`src/rtl/core/lgr_pkg.sv`:
```
package lgr_pkg;

   localparam int ROW_BITS      = 64;
   localparam int WIDTH_BITS    = 7;
   localparam int MAX_ROW_CELLS = 64;
   localparam int BORN_COUNT    = 3;
   localparam int STAY_COUNT    = 2;
   localparam int CMD_DEPTH     = 2;
   localparam int RSP_DEPTH     = 2;

   localparam logic [WIDTH_BITS-1:0] WIDTH_RESET = WIDTH_BITS'(64);

   typedef struct packed {
      logic [ROW_BITS-1:0] in_row;
      logic                frame_end;
   } req_type;

   typedef struct packed {
      logic [ROW_BITS-1:0] out_row;
      logic                out_last;
   } rsp_type;

   // One accepted row with the neighborhood it needs.
   typedef struct packed {
      logic [ROW_BITS-1:0] up_row;
      logic [ROW_BITS-1:0] mid_row;
      logic [ROW_BITS-1:0] cur_row;
      logic                held_valid;
      logic                last;
   } cmd_type;

   function automatic logic [ROW_BITS-1:0] width_mask(input logic [WIDTH_BITS-1:0] w);
      logic [WIDTH_BITS-1:0] c;
      c = (w > WIDTH_BITS'(MAX_ROW_CELLS)) ? WIDTH_BITS'(MAX_ROW_CELLS) : w;
      if (c >= WIDTH_BITS'(ROW_BITS)) begin
         return '1;
      end
      return (ROW_BITS'(1) << c) - ROW_BITS'(1);
   endfunction

   // B3/S23 over 64 independent lanes; no wrap at either row end.
   function automatic logic [ROW_BITS-1:0] next_row(input logic [ROW_BITS-1:0] up,
                                                    input logic [ROW_BITS-1:0] mid,
                                                    input logic [ROW_BITS-1:0] down);
      logic [ROW_BITS+1:0] u;
      logic [ROW_BITS+1:0] m;
      logic [ROW_BITS+1:0] d;
      logic [3:0]          cnt;
      logic [ROW_BITS-1:0] r;
      u = {1'b0, up, 1'b0};
      m = {1'b0, mid, 1'b0};
      d = {1'b0, down, 1'b0};
      r = '0;
      for (int k = 0; k < ROW_BITS; k++) begin
         cnt = 4'(u[k]) + 4'(u[k+2]) + 4'(up[k]) + 4'(m[k]) + 4'(m[k+2])
             + 4'(d[k]) + 4'(d[k+2]) + 4'(down[k]);
         r[k] = (cnt == 4'(BORN_COUNT)) || (mid[k] && (cnt == 4'(STAY_COUNT)));
      end
      return r;
   endfunction

endpackage

```
`src/rtl/core/lgr_fifo.sv`:
```
module lgr_fifo #(
   parameter int WIDTH = 8,
   parameter int DEPTH = 2
) (
   input  logic             clock,
   input  logic             reset,
   input  logic             push,
   input  logic [WIDTH-1:0] push_data,
   output logic             full,
   input  logic             pop,
   output logic [WIDTH-1:0] pop_data,
   output logic             empty
);

   localparam int PTR_W = (DEPTH > 1) ? $clog2(DEPTH) : 1;
   localparam int CNT_W = $clog2(DEPTH + 1);

   logic [WIDTH-1:0] slot_ff [DEPTH];
   logic [PTR_W-1:0] wr_ptr_ff, wr_ptr_in;
   logic [PTR_W-1:0] rd_ptr_ff, rd_ptr_in;
   logic [CNT_W-1:0] count_ff, count_in;
   logic             do_push, do_pop;

   assign full     = (count_ff == CNT_W'(DEPTH));
   assign empty    = (count_ff == '0);
   assign do_push  = push && !full;
   assign do_pop   = pop && !empty;
   assign pop_data = slot_ff[rd_ptr_ff];

   always_comb begin
      wr_ptr_in = wr_ptr_ff;
      rd_ptr_in = rd_ptr_ff;
      count_in  = count_ff;
      if (do_push) begin
         wr_ptr_in = (wr_ptr_ff == PTR_W'(DEPTH - 1)) ? '0 : wr_ptr_ff + PTR_W'(1);
      end
      if (do_pop) begin
         rd_ptr_in = (rd_ptr_ff == PTR_W'(DEPTH - 1)) ? '0 : rd_ptr_ff + PTR_W'(1);
      end
      if (do_push && !do_pop) begin
         count_in = count_ff + CNT_W'(1);
      end else if (do_pop && !do_push) begin
         count_in = count_ff - CNT_W'(1);
      end
   end

   always_ff @(posedge clock) begin
      if (reset) begin
         wr_ptr_ff <= '0;
         rd_ptr_ff <= '0;
         count_ff  <= '0;
      end else begin
         wr_ptr_ff <= wr_ptr_in;
         rd_ptr_ff <= rd_ptr_in;
         count_ff  <= count_in;
      end
   end

   always_ff @(posedge clock) begin
      if (do_push) begin
         slot_ff[wr_ptr_ff] <= push_data;
      end
   end

endmodule

```
`src/rtl/core/lgr_front.sv`:
```
module lgr_front (
   input  logic                               clock,
   input  logic                               reset,
   input  logic                               accept,
   input  lgr_pkg::req_type                   req_data,
   input  logic                               csr_write,
   input  logic [lgr_pkg::WIDTH_BITS-1:0]     csr_data,
   output lgr_pkg::cmd_type                   cmd_data,
   output logic [lgr_pkg::ROW_BITS-1:0]       mask
);

   logic [lgr_pkg::WIDTH_BITS-1:0] width_ff, width_in;
   logic [lgr_pkg::ROW_BITS-1:0]   above_ff, above_in;
   logic [lgr_pkg::ROW_BITS-1:0]   held_ff, held_in;
   logic                           held_valid_ff, held_valid_in;
   logic [lgr_pkg::ROW_BITS-1:0]   cur_row;

   assign mask    = lgr_pkg::width_mask(width_ff);
   assign cur_row = req_data.in_row & mask;

   assign cmd_data.up_row     = above_ff;
   assign cmd_data.mid_row    = held_ff;
   assign cmd_data.cur_row    = cur_row;
   assign cmd_data.held_valid = held_valid_ff;
   assign cmd_data.last       = req_data.frame_end;

   always_comb begin
      width_in      = csr_write ? csr_data : width_ff;
      above_in      = above_ff;
      held_in       = held_ff;
      held_valid_in = held_valid_ff;
      if (accept) begin
         if (req_data.frame_end) begin
            // bottom row closes the frame: back to a dead border
            above_in      = '0;
            held_in       = '0;
            held_valid_in = 1'b0;
         end else begin
            above_in      = held_valid_ff ? held_ff : above_ff;
            held_in       = cur_row;
            held_valid_in = 1'b1;
         end
      end
   end

   always_ff @(posedge clock) begin
      if (reset) begin
         width_ff      <= lgr_pkg::WIDTH_RESET;
         above_ff      <= '0;
         held_ff       <= '0;
         held_valid_ff <= 1'b0;
      end else begin
         width_ff      <= width_in;
         above_ff      <= above_in;
         held_ff       <= held_in;
         held_valid_ff <= held_valid_in;
      end
   end

endmodule

```
`src/rtl/core/lgr_back.sv`:
```
module lgr_back (
   input  logic                         clock,
   input  logic                         reset,
   input  logic                         cmd_empty,
   input  lgr_pkg::cmd_type             cmd_data,
   output logic                         cmd_pop,
   input  logic                         res_full,
   output logic                         res_push,
   output lgr_pkg::rsp_type             res_data,
   input  logic [lgr_pkg::ROW_BITS-1:0] mask
);

   typedef enum logic [1:0] {
      PH_FIRST  = 2'b01,
      PH_SECOND = 2'b10
   } phase_type;

   phase_type                    phase_ff, phase_in;
   logic                         first;
   logic                         need;
   logic [lgr_pkg::ROW_BITS-1:0] up, mid, down;

   always_comb begin
      case (phase_ff)
         PH_FIRST:  first = cmd_data.held_valid;
         PH_SECOND: first = 1'b0;
         default:   first = 1'b0;
      endcase
   end

   // first result: held row over the new row; second: new row over dead space
   assign up   = first ? cmd_data.up_row :
                 (cmd_data.held_valid ? cmd_data.mid_row : cmd_data.up_row);
   assign mid  = first ? cmd_data.mid_row : cmd_data.cur_row;
   assign down = first ? cmd_data.cur_row : '0;

   assign res_data.out_row  = lgr_pkg::next_row(up, mid, down) & mask;
   assign res_data.out_last = !first;

   assign need     = cmd_data.held_valid || cmd_data.last;
   assign res_push = !cmd_empty && need && !res_full;
   assign cmd_pop  = !cmd_empty && (!need || (!res_full && !(first && cmd_data.last)));

   always_comb begin
      phase_in = phase_ff;
      if (res_push && first && cmd_data.last) begin
         phase_in = PH_SECOND;
      end else if (cmd_pop) begin
         phase_in = PH_FIRST;
      end
   end

   always_ff @(posedge clock) begin
      if (reset) begin
         phase_ff <= PH_FIRST;
      end else begin
         phase_ff <= phase_in;
      end
   end

endmodule

```
`src/rtl/core/life_generation_row_engine.sv`:
```
// Life row engine: one generation of B3/S23 over a bounded grid, streamed one
// row per transaction, top row first, with dead space on every side and no
// wrap. A row's next state appears once the row below it has been pushed; a
// frame_end row also yields its own result (out_last set) and resets the row
// history for the next frame. Rows are accepted back to back while the back
// end keeps pace. Each row's result is computed combinationally by 64
// parallel neighbor-count lanes in the back end, and a frame_end row that
// also releases the row above it holds the back end through both of its
// phases (one per result); a stream of such frames is taken at less than
// one row per cycle once the command queue fills. A result passes through
// the command queue and the result queue before it becomes visible.
// row_width is written through csr_data and should change only while no
// results are outstanding.
module life_generation_row_engine #(
   parameter int CMD_DEPTH = lgr_pkg::CMD_DEPTH,
   parameter int RSP_DEPTH = lgr_pkg::RSP_DEPTH
) (
   input  logic                           clock,
   input  logic                           reset,
   // row input queue
   input  logic                           req_push,
   output logic                           req_full,
   input  lgr_pkg::req_type               req_data,
   // result queue
   output logic                           rsp_empty,
   input  logic                           rsp_pop,
   output lgr_pkg::rsp_type               rsp_data,
   // row_width register
   input  logic                           csr_valid,
   output logic                           csr_ready,
   input  logic [lgr_pkg::WIDTH_BITS-1:0] csr_data
);

   lgr_pkg::cmd_type             front_cmd;
   lgr_pkg::cmd_type             back_cmd;
   lgr_pkg::rsp_type             back_res;
   logic [lgr_pkg::ROW_BITS-1:0] mask;
   logic                         accept;
   logic                         cmd_empty, cmd_pop;
   logic                         res_full, res_push;

   // register write is always taken
   assign csr_ready = 1'b1;
   assign accept    = req_push && !req_full;

   // front: masks the incoming row and tracks the two rows above it
   lgr_front u_front (
      .clock     (clock),
      .reset     (reset),
      .accept    (accept),
      .req_data  (req_data),
      .csr_write (csr_valid && csr_ready),
      .csr_data  (csr_data),
      .cmd_data  (front_cmd),
      .mask      (mask)
   );

   // command queue decouples accept from evaluation
   lgr_fifo #(
      .WIDTH ($bits(lgr_pkg::cmd_type)),
      .DEPTH (CMD_DEPTH)
   ) u_cmd_q (
      .clock     (clock),
      .reset     (reset),
      .push      (accept),
      .push_data (front_cmd),
      .full      (req_full),
      .pop       (cmd_pop),
      .pop_data  (back_cmd),
      .empty     (cmd_empty)
   );

   // back: evaluates up to two results per command
   lgr_back u_back (
      .clock     (clock),
      .reset     (reset),
      .cmd_empty (cmd_empty),
      .cmd_data  (back_cmd),
      .cmd_pop   (cmd_pop),
      .res_full  (res_full),
      .res_push  (res_push),
      .res_data  (back_res),
      .mask      (mask)
   );

   // result queue doubles as the output register
   lgr_fifo #(
      .WIDTH ($bits(lgr_pkg::rsp_type)),
      .DEPTH (RSP_DEPTH)
   ) u_rsp_q (
      .clock     (clock),
      .reset     (reset),
      .push      (res_push),
      .push_data (back_res),
      .full      (res_full),
      .pop       (rsp_pop),
      .pop_data  (rsp_data),
      .empty     (rsp_empty)
   );

endmodule

```
`config.mk`:
```
export PLATFORM = sky130hd
export DESIGN_NAME = life_generation_row_engine
export DESIGN_NICKNAME = d
export VERILOG_FILES = /design/src/rtl/core/lgr_pkg.sv /design/src/rtl/core/lgr_fifo.sv /design/src/rtl/core/lgr_front.sv /design/src/rtl/core/lgr_back.sv /design/src/rtl/core/life_generation_row_engine.sv
export SDC_FILE = /design/constraint.sdc
export NUM_CORES = 2
export LEC_CHECK = 0
export BUFFER_PORTS_ARGS = -buffer_cell sky130_fd_sc_hd__buf_2
export CELL_PAD_IN_SITES_DETAIL_PLACEMENT = 2
export CELL_PAD_IN_SITES_GLOBAL_PLACEMENT = 2
export CORE_MARGIN = 2
export CORE_UTILIZATION = 30
export CTS_BUF_LIST = sky130_fd_sc_hd__clkbuf_16
export CTS_CLUSTER_SIZE = 12
export DETAILED_ROUTE_END_ITERATION = 6
export GPL_TIMING_DRIVEN = 1
export PLACE_DENSITY_LB_ADDON = 0.1
export SETUP_SLACK_MARGIN = 0.4
export SYNTH_ARGS = -nofsm -noshare
export SYNTH_HDL_FRONTEND = slang
export SYNTH_SLANG_ARGS = --single-unit
```
`constraint.sdc`:
```
create_clock -name clock -period 29 [get_ports clock]
set_input_delay 7.25 -clock clock [delete_from_list [all_inputs] [get_ports clock]]
set_output_delay 7.25 -clock clock [all_outputs]
set_load 0.02 [all_outputs]
```
---- Word level (Yosys, flattened, before mapping) ----
Memories as Yosys holds them, arrays and structs flattened. A register that Yosys moved wholly into a read port is not among the register bits.
Cells that the tools add are included.
word-level totals
  register bits ........................... 146
  memory bits (writable) .................. 518
  output and inout bits ................... 68
  word-level logic and storage cells ...... 795
  memories ................................ 2
memory list
  name             words  width  rd ports  clocked after Yosys merged registers in  wr ports  line            source
  u_cmd_q.slot_ff  2      194    1         1                                        1         lgr_fifo.sv:18  logic [WIDTH-1:0] slot_ff [DEPTH];
  u_rsp_q.slot_ff  2      65     1         1                                        1         lgr_fifo.sv:18
operators by class
  add/subtract/negate cells ............... 451
  order comparisons ....................... 2
  eq/ne operators ......................... 131
  shift operators ......................... 1
  mux-type cells .......................... 31
  bitwise gates (word level) .............. 2
  reductions and logical operators ........ 164
operators with widths
  kind                                                                    count
  4-bit by 1-bit adder with 4-bit output                                  378
  64-bit two-way mux                                                      9
  4-bit by 2-bit equality test with 1-bit output (second input constant)  128
  1-bit by 1-bit adder with 2-bit output                                  64
  64-bit AND                                                              2
  1-bit logical AND                                                       80
  1-bit logical OR                                                        66
  1-bit by 7-bit << shifter with 64-bit output (first input constant)     1
  64-bit by 2-bit subtractor with 64-bit output (second input constant)   1
  1-bit two-way mux                                                       15
  2-bit two-way mux                                                       6
  1-bit zero test                                                         11
  2-bit nonzero test                                                      4
  7-bit greater-or-equal comparator (second input constant)               1
  7-bit > comparator (second input constant)                              1
  7-bit two-way mux                                                       1
  1-bit adder (second input constant)                                     4
  2-bit by 1-bit adder with 2-bit output (second input constant)          2
  2-bit equality test (second input constant)                             2
  2-bit zero test                                                         2
  2-bit by 1-bit subtractor with 2-bit output (second input constant)     2
  2-bit by 1-bit equality test with 1-bit output (second input constant)  1
  2-bit AND reduction                                                     1

---- Logic depth before layout (Yosys ltp) ----
  word-level depth ........................ 14
  depth in mapped cells ................... 19
  mapped depth without buffers ............ 16

---- Cells and area by module ----
A second synthesis with hierarchy kept.
second synthesis, totals
  cells, all modules ...................... 2731
  area, all modules ....................... 38548.2 um^2
modules (own cells, without submodules)
  module                      instances  cells each  area each (um^2)  sequential area each (um^2)
  lgr_fifo at u_cmd_q         1          629         14886.8           11751.3
  lgr_back                    1          1130        12375.6           40.0
  lgr_front                   1          742         6359.8            2722.6
  lgr_fifo at u_rsp_q         1          227         4901.0            4003.8
  life_generation_row_engine  1          3           25.0              0.0

---- Worst setup path after synthesis ----
Ideal clock, no wire load.
  path type ............................... input-to-reg
  start ................................... in req_push
  end ..................................... mem u_cmd_q.slot_ff[0][0] (netlist name) (enable)
  setup time .............................. 0.754 ns
  data arrival time ....................... 15.651 ns
  required time ........................... 28.246 ns
  path slack .............................. 12.595 ns
  stages on the path ...................... 3
  path buffers ............................ 1
  cell sequence ........................... nand2_1 -> clkbuf_1 -> nor2_1
on the way
  word-level cells in the longest chain between the ends .. 4
ends and longest elaborated chain
  item                                     line                              source
  start: declaration                       life_generation_row_engine.sv:21  input logic req_push,
  1-bit logical AND                        life_generation_row_engine.sv:44  assign accept = req_push && !req_full;
  1-bit logical AND                        lgr_fifo.sv:26                    assign do_push = push && !full;
  1-bit two-way mux                        lgr_fifo.sv:60                    if (do_push) begin
  1-bit two-way mux (not written as such)  lgr_fifo.sv:61                    slot_ff[wr_ptr_ff] <= push_data;
  end: declaration                         lgr_fifo.sv:18
Every way passes these cells.

==> results.toml <==
[cells_and_area]
register_area_mm2 = 0.0185
layout_commonest_cell = "edfxtp_1"
area_growth_syn_to_layout_pct = 15.2
nets = 3668
stdcell_count = 4950
post_route_cells_drive_above_1_share = 0.194
multiInputGateArea_mm2 = 0.0181
layout_common_cells = "edfxtp_1 (518), inv_1 (484), fa_1 (252), ha_1 (193), nor2_1 (174)"
fillers = 13100

[sta]
hold_viol = 0
fmax_ghz = 0.101
slew_headroom = 0.260
timing.final.crit_period_ns = 9.90
slew_viol_final = 0
tns_ns = 0
finalCritPeriodShare = 0.341
clock_skew_ns = 0.0212
rsz0062_at_grt = "no"
worstMarginPinSlew_ns = 1.10
worst_slack_ns = 19.10
setup_viol = 0

[drt]
wl_per_cell_um = 24.5
firstDrtPassIters = 5
drc = 0
routed_via_density = 4.96
routed_wl_um = 121000
num_vias = 24500
ant_nets = 0
drtIter0Drc = 1208

[run_status]
status = "finished, final reports clean"

[global_route]
grt_pass1_wl_um = 184000
grt_max_degree = 82
grt_pass1_vias = 28600
grtUsageTotal = 0.186
overflow = 0
antenna_found_initial = 3

[pwr]
leakage_nw = 17.5
power_per_cell_area_mw_per_mm2 = 135
ir_drop_mv = 0.0685

[flow_run]
cap_violations = 0

[die]
io_pins = 145
core_mm2 = 0.128
dieArea_mm2 = 0.132
die_width_um = 364
initial_core_util = 0.303
rows = 131
die_y_um = 364

[worst_setup_path]
crit_type = "flip-flop to primary output"
path_max_fanout = 33
r2r_end = "u_rsp_q.slot_ff[0][32]$_DFFE_PP_"
crit_cells = 3
worst-path-buf-inv = 2
critPathRequiredTime_ns = 21.75
crit_chain = "buf_4 -> mux2_2 -> buf_2"
critPathTopFamily = "flip-flops"
slowest_delay_ns = 0.76
cpMaxStageDelayCell = "dfxtp_4"
crit_end = "rsp_data[27]"
critPathArrivalTime_ns = 2.65
rr_worst_depth = 14
worst_setup_path_end_kind = "primary output"
cp-start-kind = "flip-flop"
r2r_slack_ns = 21.86

[yosys]
netlist_area_mm2 = 0.0388
avgSynthCellArea_um2 = 13.0
ys_ff_latch = 666
async_flop_share = 0
ys_warn_count = 0
synth_cell_types = 80
synth_edf_count = 518
synth_ff_type = "edfxtp_1"
synthesis.nets = 3513
syn_inst = 2991
ys_seq_area_frac = 0.477

[cts]
cts_max_level = 3
cts.clk_slew.worst_paths_ns = 0.06
cts_hold_buf = 0
cts_buffers = 86
cts_num_sinks = 666
cts-root-buf = "clkbuf_16"
cts_buffer_depth = 3
cts_tree = "done"
cts_setup_buffers = 0
cts-resized-gates = 0
clkLatencyLatePin_ns = 0.69

[place]
pre_cts_ws_ns = 18.41
portBuffers = 143
dp_hpwl_um = 88700
gp_congestion = 0.780
placedCellCount = 4787

[min_path]
min_path_type = "flip-flop to flip-flop"
min_from = "u_front.above_ff[13]$_SDFFE_PP0P_"
-- registers in the layout, indices dropped and copies added, names as in the netlist, named ones only --
name	count
u_back.phase_ff	2
u_cmd_q.count_ff	2
u_cmd_q.rd_ptr_ff	1
u_cmd_q.slot_ff	388
u_cmd_q.wr_ptr_ff	1
u_front.above_ff	64
u_front.held_ff	64
u_front.held_valid_ff	1
u_front.width_ff	7
u_rsp_q.count_ff	2
u_rsp_q.rd_ptr_ff	1
u_rsp_q.slot_ff	130
u_rsp_q.wr_ptr_ff	1
-- per-layer routing --
| layer | share of wire | GRT usage | vias up |
|---|---|---|---|
| met5 | 0 | 0 | - |
| met3 | 0.029 | 0.0254 | 144 |
| met2 | 0.52 | 0.337 | 325 |
| met4 | 0.020 | 0.0434 | 0 |
| met1 | 0.43 | 0.235 | 13100 |
| li1 | - | - | 10900 |
-- cells in the mapped netlist (9+ instances only) --
cell type / number / area [um2]
edfxtp_1: 518 / 15600
inv_1: 468 / 1760
fa_1: 252 / 5040
ha_1: 193 / 2410
nor2_1: 179 / 672
dfxtp_1: 148 / 2960
nand2_1: 139 / 522
mux2_2: 129 / 1450
mux4_2: 128 / 2880
nor2b_1: 78 / 488
a22oi_1: 76 / 571
clkbuf_1: 73 / 274
a21oi_1: 58 / 290
nor3_1: 51 / 255
nand2b_1: 47 / 294
mux2i_1: 40 / 400
a2111oi_0: 38 / 333
o21ai_0: 35 / 175
and2_1: 32 / 200
buf_2: 28 / 140
nand3_1: 27 / 135
a32o_1: 21 / 210
a31oi_1: 20 / 125
and3_1: 20 / 125
a22o_1: 19 / 166
buf_1: 15 / 56.3
nor3b_1: 9 / 67.6
nor4b_1: 9 / 78.8
or3_1: 9 / 56.3
-- through the flow --
stage / hold WS (ns) / instance area (um2) / util / power, mW
2_1_floorplan: 0.426 / 38800 / - / 3.92
3_3_place_gp: 0.438 / 41600 / 0.325 / 4.63
3_5_place_dp: 0.440 / 41600 / 0.325 / 5.02
4_1_cts: 0.457 / 44700 / 0.349 / 6.22
5_1_grt: 0.473 / 44700 / 0.349 / 6.69
6_report: 0.454 / 44700 / 0.349 / 6.04
-- cells by family after synthesis --
logic type      count (synthesis)  share of synthesized area
xor+xnor                       13                    0.00293
flops                         666                      0.477
other cells                     1                  0.0000966
simple gates                  637                     0.0825
compound gates                340                     0.0638
mux                           297                      0.122
buf+inv                       592                     0.0592
fa+ha+maj                     445                      0.192
-- cell type report --
| class | count | area share |
|---|---|---|
| repair buffers | 190 | 0.0245 |
| clock buffers | 91 | 0.0510 |
| flip-flops and latches | 666 | 0.415 |
| diodes | 2 | 0.000112 |
| multi-input cells | 1733 | 0.404 |
| well taps | 1729 | 0.0484 |
| clock inverters | 70 | 0.0174 |
| inverters | 469 | 0.0394 |
-- worst min path at each step --
stage                                              to  cells past startpoint
global route        u_cmd_q.slot_ff[1][152]$_DFFE_PP_                      0
CTS                 u_cmd_q.slot_ff[0][164]$_DFFE_PP_                      0
global placement    u_cmd_q.slot_ff[0][147]$_DFFE_PP_                      0
detailed placement  u_cmd_q.slot_ff[0][183]$_DFFE_PP_                      0
floorplan           u_cmd_q.slot_ff[0][130]$_DFFE_PP_                      0
finish              u_cmd_q.slot_ff[0][143]$_DFFE_PP_                      0
-- report_power, final --
group          switching, mW  total (mW)  internal (mW)  leakage [nW]
logic                   2.02        3.43           1.41          9.81
clock network          0.441        1.15          0.711          1.54
registers             0.0751        1.46           1.38          6.14
total                   2.53        6.04           3.51          17.5
Power figures use the tool's default switching activity.
